File: config.mk
export PLATFORM = sky130hd
export DESIGN_NAME = alarm_panel_arm_latch_outputs_top
export DESIGN_NICKNAME = d
export VERILOG_FILES = /design/src/rtl/apal_pkg.sv /design/src/rtl/alarm_panel_arm_latch_outputs_top.sv /design/src/rtl/apal_csr.sv /design/src/rtl/apal_in_reg.sv /design/src/rtl/apal_core.sv
export SDC_FILE = /design/constraint.sdc
export NUM_CORES = 1
export LEC_CHECK = 0
export BUFFER_PORTS_ARGS = -buffer_cell sky130_fd_sc_hd__clkbuf_2
export CAP_MARGIN = 20
export CORE_MARGIN = 1
export CORE_UTILIZATION = 35
export DETAILED_ROUTE_END_ITERATION = 6
export PLACE_DENSITY = 0.54
export SYNTH_ARGS = -nofsm -noshare
export SYNTH_HDL_FRONTEND = slang
export SYNTH_SLANG_ARGS = --single-unit
File: constraint.sdc
create_clock -name clock -period 3.5 [get_ports clock]
set_input_delay 0.175 -clock clock [delete_from_list [all_inputs] [get_ports clock]]
set_output_delay 0.175 -clock clock [all_outputs]
set_load 0.05 [all_outputs]
File: src/rtl/apal_pkg.sv
package apal_pkg;

   localparam int LINE_COUNT   = 10;
   localparam int OUTPUT_COUNT = 7;

   localparam int CODE_W      = 4;
   localparam int CODES_W     = CODE_W * OUTPUT_COUNT;
   localparam int LINE_IDX_W  = 4;
   localparam int OUT_IDX_W   = 3;
   localparam int WEB_W       = 2;
   localparam int MODE_W      = 2;
   localparam int STATE_IDX_W = 2;

   localparam int CSR_DATA_W  = (CODES_W > LINE_COUNT) ? CODES_W : LINE_COUNT;
   localparam int CSR_INDEX_W = 2;

   localparam int REQ_FIELDS_W = LINE_COUNT + WEB_W + OUT_IDX_W + MODE_W;
   localparam int REQ_DATA_W   = ((REQ_FIELDS_W + 7) / 8) * 8;
   localparam int RSP_FIELDS_W = 2 + OUTPUT_COUNT;
   localparam int RSP_DATA_W   = ((RSP_FIELDS_W + 7) / 8) * 8;

   // Reset condition codes: output 0 in the lowest nibble.
   localparam logic [63:0] CODES_RESET_WIDE = 64'h0000_0000_0BBB_B421;
   localparam logic [CODES_W-1:0] CODES_RESET = CODES_RESET_WIDE[CODES_W-1:0];
   localparam logic [LINE_IDX_W-1:0] ARM_IDX_RESET    = LINE_IDX_W'(0);
   localparam logic [LINE_IDX_W-1:0] DISARM_IDX_RESET = LINE_IDX_W'(1);

   typedef enum logic [CSR_INDEX_W-1:0] {
      CSR_LINE_NORMAL = 2'd0,
      CSR_COND_CODES  = 2'd1,
      CSR_ARM_IDX     = 2'd2,
      CSR_DISARM_IDX  = 2'd3
   } csr_index_type;

   typedef enum logic [WEB_W-1:0] {
      WEB_NONE   = 2'd0,
      WEB_ARM    = 2'd1,
      WEB_DISARM = 2'd2,
      WEB_UNUSED = 2'd3
   } web_type;

   typedef enum logic [MODE_W-1:0] {
      MODE_AUTO   = 2'd0,
      MODE_ON     = 2'd1,
      MODE_OFF    = 2'd2,
      MODE_UNUSED = 2'd3
   } mode_type;

   localparam logic KIND_TICK     = 1'b0;
   localparam logic KIND_OVERRIDE = 1'b1;

   typedef struct packed {
      logic                  kind;
      logic [LINE_COUNT-1:0] line_levels;
      logic [WEB_W-1:0]      web_command;
      logic [OUT_IDX_W-1:0]  override_index;
      logic [MODE_W-1:0]     override_mode;
   } item_type;

   typedef struct packed {
      logic [LINE_COUNT-1:0] line_normal;
      logic [CODES_W-1:0]    cond_codes;
      logic [LINE_IDX_W-1:0] arm_idx;
      logic [LINE_IDX_W-1:0] disarm_idx;
   } cfg_type;

   // Set of panel states selected by a condition code.
   // Bit {violated, armed}: 0 disarmed/clear, 1 armed/clear,
   // 2 disarmed/violated, 3 armed/violated.
   function automatic logic [3:0] cond_set(input logic [CODE_W-1:0] code);
      logic [3:0] set;
      case (code)
         4'd1:    set = 4'h1;
         4'd2:    set = 4'h2;
         4'd3:    set = 4'h4;
         4'd4:    set = 4'h8;
         4'd5:    set = 4'h6;
         4'd6:    set = 4'h7;
         4'd7:    set = 4'hC;
         4'd8:    set = 4'hD;
         4'd9:    set = 4'hE;
         4'd10:   set = 4'hF;
         default: set = 4'h0;
      endcase
      return set;
   endfunction

endpackage

File: src/rtl/alarm_panel_arm_latch_outputs_top.sv
// Alarm panel arm/violation latch and output drive. Each item accepted on req_ (tuser 0: a
// polling tick with line levels and a web command, tuser 1: an output override) yields one
// result on rsp_ with armed, violated and the drive bits after that item. An item passes an
// input register and one combinational step into the result register. One item is taken every
// cycle while rsp_tready stays high; the result register and the input register let a new item
// be taken while a result waits. Write the csr_ port only while no item is in flight.
module alarm_panel_arm_latch_outputs_top (
   input  logic                             clock,
   input  logic                             reset,
   input  logic                             req_tvalid,
   output logic                             req_tready,
   // line_levels[9:0], web_command[11:10], override_index[14:12], override_mode[16:15]
   input  logic [apal_pkg::REQ_DATA_W-1:0]  req_tdata,
   // kind[0]
   input  logic                             req_tuser,
   output logic                             rsp_tvalid,
   input  logic                             rsp_tready,
   // is_armed[0], is_violated[1], output_drive[8:2]
   output logic [apal_pkg::RSP_DATA_W-1:0]  rsp_tdata,
   input  logic                             csr_we,
   input  logic [apal_pkg::CSR_INDEX_W-1:0] csr_index,
   input  logic [apal_pkg::CSR_DATA_W-1:0]  csr_wdata
);

   apal_pkg::cfg_type  cfg;
   apal_pkg::item_type item;
   logic               item_valid;
   logic               core_ready;

   apal_csr u_csr (
      .clock     (clock),
      .reset     (reset),
      .csr_we    (csr_we),
      .csr_index (csr_index),
      .csr_wdata (csr_wdata),
      .cfg       (cfg)
   );

   apal_in_reg u_in_reg (
      .clock      (clock),
      .reset      (reset),
      .req_tvalid (req_tvalid),
      .req_tready (req_tready),
      .req_tdata  (req_tdata),
      .req_tuser  (req_tuser),
      .core_ready (core_ready),
      .item_valid (item_valid),
      .item       (item)
   );

   apal_core u_core (
      .clock      (clock),
      .reset      (reset),
      .cfg        (cfg),
      .item_valid (item_valid),
      .item       (item),
      .core_ready (core_ready),
      .rsp_tvalid (rsp_tvalid),
      .rsp_tready (rsp_tready),
      .rsp_tdata  (rsp_tdata)
   );

endmodule

File: src/rtl/apal_csr.sv
module apal_csr (
   input  logic                              clock,
   input  logic                              reset,
   input  logic                              csr_we,
   input  logic [apal_pkg::CSR_INDEX_W-1:0]  csr_index,
   input  logic [apal_pkg::CSR_DATA_W-1:0]   csr_wdata,
   output apal_pkg::cfg_type                 cfg
);

   apal_pkg::cfg_type cfg_ff;
   apal_pkg::cfg_type cfg_in;

   always_comb begin
      cfg_in = cfg_ff;
      if (csr_we) begin
         unique case (apal_pkg::csr_index_type'(csr_index))
            apal_pkg::CSR_LINE_NORMAL:
               cfg_in.line_normal = csr_wdata[apal_pkg::LINE_COUNT-1:0];
            apal_pkg::CSR_COND_CODES:
               cfg_in.cond_codes = csr_wdata[apal_pkg::CODES_W-1:0];
            apal_pkg::CSR_ARM_IDX:
               cfg_in.arm_idx = csr_wdata[apal_pkg::LINE_IDX_W-1:0];
            apal_pkg::CSR_DISARM_IDX:
               cfg_in.disarm_idx = csr_wdata[apal_pkg::LINE_IDX_W-1:0];
            default: ;
         endcase
      end
   end

   always_ff @(posedge clock) begin
      if (reset) begin
         cfg_ff.line_normal <= '0;
         cfg_ff.cond_codes  <= apal_pkg::CODES_RESET;
         cfg_ff.arm_idx     <= apal_pkg::ARM_IDX_RESET;
         cfg_ff.disarm_idx  <= apal_pkg::DISARM_IDX_RESET;
      end else begin
         cfg_ff <= cfg_in;
      end
   end

   assign cfg = cfg_ff;

endmodule

File: src/rtl/apal_in_reg.sv
module apal_in_reg (
   input  logic                             clock,
   input  logic                             reset,
   input  logic                             req_tvalid,
   output logic                             req_tready,
   input  logic [apal_pkg::REQ_DATA_W-1:0]  req_tdata,
   input  logic                             req_tuser,
   input  logic                             core_ready,
   output logic                             item_valid,
   output apal_pkg::item_type               item
);

   logic               valid_ff;
   logic               valid_in;
   apal_pkg::item_type item_ff;
   apal_pkg::item_type item_in;
   logic               take;

   // Accept when the stage is empty or drains into the core this cycle.
   assign req_tready = !valid_ff || core_ready;
   assign take       = req_tvalid && req_tready;

   always_comb begin
      item_in.kind           = req_tuser;
      item_in.line_levels    = req_tdata[apal_pkg::LINE_COUNT-1:0];
      item_in.web_command    =
         req_tdata[apal_pkg::LINE_COUNT +: apal_pkg::WEB_W];
      item_in.override_index =
         req_tdata[apal_pkg::LINE_COUNT + apal_pkg::WEB_W +: apal_pkg::OUT_IDX_W];
      item_in.override_mode  =
         req_tdata[apal_pkg::LINE_COUNT + apal_pkg::WEB_W + apal_pkg::OUT_IDX_W
                   +: apal_pkg::MODE_W];
      valid_in = take || (valid_ff && !core_ready);
   end

   always_ff @(posedge clock) begin
      if (reset) begin
         valid_ff <= 1'b0;
      end else begin
         valid_ff <= valid_in;
      end
      if (take) begin
         item_ff <= item_in;
      end
   end

   assign item_valid = valid_ff;
   assign item       = item_ff;

endmodule

File: src/rtl/apal_core.sv
module apal_core (
   input  logic                             clock,
   input  logic                             reset,
   input  apal_pkg::cfg_type                cfg,
   input  logic                             item_valid,
   input  apal_pkg::item_type               item,
   output logic                             core_ready,
   output logic                             rsp_tvalid,
   input  logic                             rsp_tready,
   output logic [apal_pkg::RSP_DATA_W-1:0]  rsp_tdata
);

   logic                                       armed_ff, armed_in;
   logic                                       latch_ff, latch_in;
   logic [apal_pkg::OUTPUT_COUNT-1:0][apal_pkg::MODE_W-1:0] modes_ff, modes_in;
   logic                                       rsp_valid_ff, rsp_valid_in;
   logic [apal_pkg::RSP_DATA_W-1:0]            rsp_data_ff, rsp_data_in;
   logic [apal_pkg::OUTPUT_COUNT-1:0]          drive;
   logic [apal_pkg::LINE_COUNT-1:0]            diff;
   logic                                       arm_off, disarm_off;
   logic                                       load;
   logic [apal_pkg::STATE_IDX_W-1:0]           st;
   logic [apal_pkg::CODE_W-1:0]                code;
   logic [3:0]                                 set;

   assign core_ready = !rsp_valid_ff || rsp_tready;
   assign load       = item_valid && core_ready;

   always_comb begin
      diff       = item.line_levels ^ cfg.line_normal;
      arm_off    = 1'b0;
      disarm_off = 1'b0;
      // An index beyond the last line never counts as off normal.
      for (int i = 0; i < apal_pkg::LINE_COUNT; i++) begin
         if ({2'b00, cfg.arm_idx} == 6'(i)) begin
            arm_off = diff[i];
         end
         if ({2'b00, cfg.disarm_idx} == 6'(i)) begin
            disarm_off = diff[i];
         end
      end

      armed_in = armed_ff;
      latch_in = latch_ff;
      modes_in = modes_ff;
      if (item.kind == apal_pkg::KIND_TICK) begin
         if (arm_off || item.web_command == apal_pkg::WEB_ARM) begin
            armed_in = 1'b1;
         end else if (disarm_off || item.web_command == apal_pkg::WEB_DISARM) begin
            armed_in = 1'b0;
            latch_in = 1'b0;
         end
         if (armed_in && !latch_in && (|diff)) begin
            latch_in = 1'b1;
         end
      end else begin
         // Out-of-range output index drops the update.
         for (int i = 0; i < apal_pkg::OUTPUT_COUNT; i++) begin
            if ({2'b00, item.override_index} == 5'(i)) begin
               modes_in[i] = item.override_mode;
            end
         end
      end

      st = {latch_in, armed_in};
      for (int i = 0; i < apal_pkg::OUTPUT_COUNT; i++) begin
         code = cfg.cond_codes[i*apal_pkg::CODE_W +: apal_pkg::CODE_W];
         set  = apal_pkg::cond_set(code);
         case (apal_pkg::mode_type'(modes_in[i]))
            apal_pkg::MODE_AUTO: drive[i] = set[st];
            apal_pkg::MODE_ON:   drive[i] = 1'b1;
            default:             drive[i] = 1'b0;
         endcase
      end

      rsp_data_in = '0;
      rsp_data_in[apal_pkg::RSP_FIELDS_W-1:0] = {drive, latch_in, armed_in};
      rsp_valid_in = load || (rsp_valid_ff && !rsp_tready);
   end

   always_ff @(posedge clock) begin
      if (reset) begin
         armed_ff     <= 1'b0;
         latch_ff     <= 1'b0;
         modes_ff     <= '0;
         rsp_valid_ff <= 1'b0;
      end else begin
         rsp_valid_ff <= rsp_valid_in;
         if (load) begin
            armed_ff <= armed_in;
            latch_ff <= latch_in;
            modes_ff <= modes_in;
         end
      end
      if (load) begin
         rsp_data_ff <= rsp_data_in;
      end
   end

   assign rsp_tvalid = rsp_valid_ff;
   assign rsp_tdata  = rsp_data_ff;

endmodule

==> results.py <==
metrics = {
    "setup_path": {
        "arrival_ns": 2.99,
        "path_max_fanout": 15,
        "reg2reg_to": "u_core.rsp_tdata[3]$_DFFE_PP_",
        "critical_path.cell_chain": "xor2_1 > mux2_2 > a32oi_1 > o211a_1 > o2bb2ai_2 > nor2_8 > mux4_2 > nand2b_1 > nand3_1",
        "cp_top_family": "multiplexers",
        "cpPeakStageDelay_ns": 0.59,
        "worstSetupStartpointType": "register",
        "reg2reg_depth": 9,
        "timing.critical_path.buf_inv": 0,
        "rrSetupSlack_ns": 0.66,
        "cp-end-kind": "register",
        "cpMaxStageDelayCell": "mux4_2",
        "r2r_start": "u_in_reg.item[14]$_DFFE_PP_",
        "crit_required_ns": 3.66,
        "critical_path_class": "reg -> reg",
    },
    "timing": {
        "setup_slack_ns": 0.663,
        "slew_viol_final": 0,
        "worstMarginPinSlew_ns": 1.01,
        "period_share_pct": 81.1,
        "clock_skew_ns": 0.0134,
        "rsz0062_at_grt": "no",
        "clock.fmax_ghz": 0.352,
        "hold_viol": 0,
        "maxSlewHeadroom_pct": 32.2,
        "setup_tns_ns": 0,
        "setup_viol": 0,
        "min_period_ns": 2.84,
    },
    "finish": {
        "final_cell_count_no_fill": 906,
        "area_growth_pct": 22.1,
        "seq_area_mm2": 0.00265,
        "nFillCells": 1551,
        "antennaDiodeCount": 0,
        "layout-drive-gt1-share_pct": 18.4,
        "multi_input_area_mm2": 0.00285,
        "nets": 765,
    },
    "place": {
        "hpwl_mm": 9.11,
        "dp_cells": 847,
        "gp_congestion": 0.809,
        "portBuffers": 63,
        "pre_cts_slack_ns": 0.676,
    },
    "floorplanning": {
        "die_w_um": 131,
        "fp-row-count": 46,
        "fp.dieH_um": 131,
        "initial_core_util_pct": 36.1,
        "core-area_mm2": 0.0160,
        "io_pins": 78,
        "dieArea_mm2": 0.0170,
    },
    "synthesis": {
        "synthArstFlopShare_pct": 0,
        "ys_ff_latch": 119,
        "yosys.area.top_type": "dfxtp_1",
        "synth.avg_cell_area_um2": 9.70,
        "ys_seq_area_share_pct": 45.9,
        "synth_top_cell_area_share_pct": 31.9,
        "synth.area.top_cells": "dfxtp_1, edfxtp_1, mux2i_1, ha_1, nand2_1",
        "yosys_warnings": 0,
        "yosys.cell_types.count": 58,
        "netlist_area_mm2": 0.00578,
        "synth_edf_count": 27,
        "netlist_instances": 596,
        "synthFlopType": "dfxtp_1",
    },
    "power_and_ir_drop": {
        "combPwrFrac_pct": 12.4,
        "p_per_area_mw_per_mm2": 514,
        "ir_worst_vdd_v": 0.000343,
        "p_switching_uw": 953,
        "p_sw_share_pct": 26.3,
        "p_int_mw": 2.67,
        "pwr-share-seq_pct": 42.1,
        "leakage_nw": 3.08,
        "power.share.clock_pct": 45.5,
    },
    "clock_tree": {
        "cts_hold_buf": 27,
        "cts_resized": 0,
        "htreeDepth": 4,
        "clk_pin_slew_ns": 0.06,
        "cts_tree": "built",
        "insertion_delay_ns": 0.42,
        "cts_buffers": 17,
        "cts_setup_buffers": 0,
        "cts_buffer_depth": 2,
        "cts_sinks": 119,
        "clock-root-buffer": "clkbuf_16",
    },
    "detailed_routing": {
        "via_per_inst": 4.94,
        "vias": 4477,
        "drtPass1Iterations": 4,
        "drtIter0Drc": 195,
        "wl_per_cell_um": 14.1,
        "drc": 0,
        "ant_nets": 0,
        "finalWirelength_mm": 12.7,
    },
    "hold_path": {
        "min_from": "csr_wdata[5]",
        "hold-path-cell-count": 3,
        "hold_path_class": "in -> reg",
        "hold_path_end": "u_csr.cfg[13]$_SDFFE_PP1P_",
    },
    "run_status": {
        "status": "finished, final reports clean",
    },
    "flow_run": {
        "maxCapViolCount": 0,
    },
    "global_route": {
        "grt_max_degree": 31,
        "grt_pass1_wl_mm": 20.8,
        "first_global_vias": 4322,
        "antenna_found_initial": 0,
        "overflow": 0,
        "grtUsageTotal_pct": 16.1,
    },
}
==> final cells by class <==
| cell class | count | area share [%] |
|---|---|---|
| Clock buffer | 18 | 6.22 |
| Tap cell | 216 | 3.83 |
| Multi-Input combinational cell | 418 | 40.3 |
| Timing Repair Buffer | 96 | 8.94 |
| Sequential cell | 119 | 37.6 |
| Inverter | 25 | 1.33 |
| Clock inverter | 14 | 1.76 |
==> layout by cell type (no fill, tap or decap), drive strengths merged, types with 6 or more instances in the layout <==
cell          n
dfxtp        92
nand2        83
clkbuf       81
mux2i        49
nor2         47
a21oi        33
inv          30
ha           28
dlygate4sd3  27
edfxtp       27
nand3b       26
o22ai        26
nand3        15
o21ai        14
xnor2        10
nor2b         9
mux2          8
conb          7
clkinv        7
xor2          6
a32oi         6
buf           6
==> per-stage QoR <==
stage	utilization [%]	power [mW]	hold slack (ns)	cell area [µm²]
6_report	44.1	3.62	0.0238	7060
5_1_grt	44.1	3.80	0.0318	7060
4_1_cts	44.1	3.67	0.00436	7060
3_5_place_dp	38.9	1.98	0.354	6220
3_3_place_gp	38.9	1.97	0.354	6220
2_1_floorplan	-	1.87	0.274	5800
==> layer usage <==
| layer | share of wire (%) | GRT usage, % | up-vias | wire, µm |
|---|---|---|---|---|
| li1 | - | - | 2237 | - |
| met1 | 47 | 19.0 | 2142 | 5950 |
| met2 | 49 | 27.6 | 88 | 6270 |
| met3 | 2.8 | 4.60 | 10 | 351 |
| met4 | 1.3 | 6.49 | 0 | 162 |
| met5 | 0 | 0 | - | 0 |
==> cell usage after synthesis (all sizes together) (2+ instances only) <==
library cell  number
a211o              3
a21oi             33
a22o               2
a31oi              4
a32oi              6
and2               2
and3               2
and3b              2
buf               17
clkbuf            23
dfxtp             92
edfxtp            27
ha                28
inv               25
mux2               8
mux2i             49
mux4               2
nand2             83
nand2b             5
nand3             15
nand3b            26
nor2              47
nor2b              9
nor3               5
nor3b              2
o21ai             14
o22ai             26
o2bb2ai            2
o32ai              2
or2                4
xnor2             10
xor2               6
==> power groups by stage <==
stage,Sequential (mW),Clock [mW],Combinational (mW)
6_report,1.53,1.65,0.450
5_1_grt,1.53,1.76,0.497
4_1_cts,1.53,1.69,0.454
3_5_place_dp,1.56,0,0.428
3_3_place_gp,1.55,0,0.418
2_1_floorplan,1.57,0,0.306
==> worst max path at each step <==
stage	end	slack [ns]	depth (start not counted)	startpoint
after floorplan	u_core.rsp_tdata[7]$_DFFE_PP_	1.12	10	u_csr.cfg[4]$_SDFFE_PP0P_
after global placement	u_core.rsp_tdata[3]$_DFFE_PP_	0.71	9	u_in_reg.item[14]$_DFFE_PP_
after detailed placement	u_core.rsp_tdata[3]$_DFFE_PP_	0.68	9	u_in_reg.item[14]$_DFFE_PP_
after CTS	u_core.rsp_tdata[3]$_DFFE_PP_	0.65	9	u_in_reg.item[14]$_DFFE_PP_
after global routing	u_core.rsp_tdata[5]$_DFFE_PP_	0.55	9	u_csr.cfg[1]$_SDFFE_PP0P_
final	u_core.rsp_tdata[3]$_DFFE_PP_	0.66	9	u_in_reg.item[14]$_DFFE_PP_
==> worst register-to-register path, delay by kind of cell, from the launching register on <==
kind,cells,cell delay (ns)
multiplexers,2,0.82
AND/OR/NAND/NOR,3,0.45
flip-flops,1,0.38
XOR/XNOR,1,0.34
AO/OA/AOI/OAI,3,0.59
==> kinds of logic (layout without fill, tap and decap cells) <==
group / Yosys count / in the layout / share of synthesized area, %
AND/OR/NAND/NOR: 207 / 207 / 17.6
XOR/XNOR: 16 / 16 / 2.42
buffers and inverters: 65 / 153 / 5.35
flip-flops: 119 / 119 / 45.9
multiplexers: 59 / 59 / 10.8
other: 1 / 7 / 0.0649
adder cells (fa/ha/maj): 28 / 28 / 6.06
AO/OA/AOI/OAI: 101 / 101 / 11.8
Power figures use the tool's default switching activity.
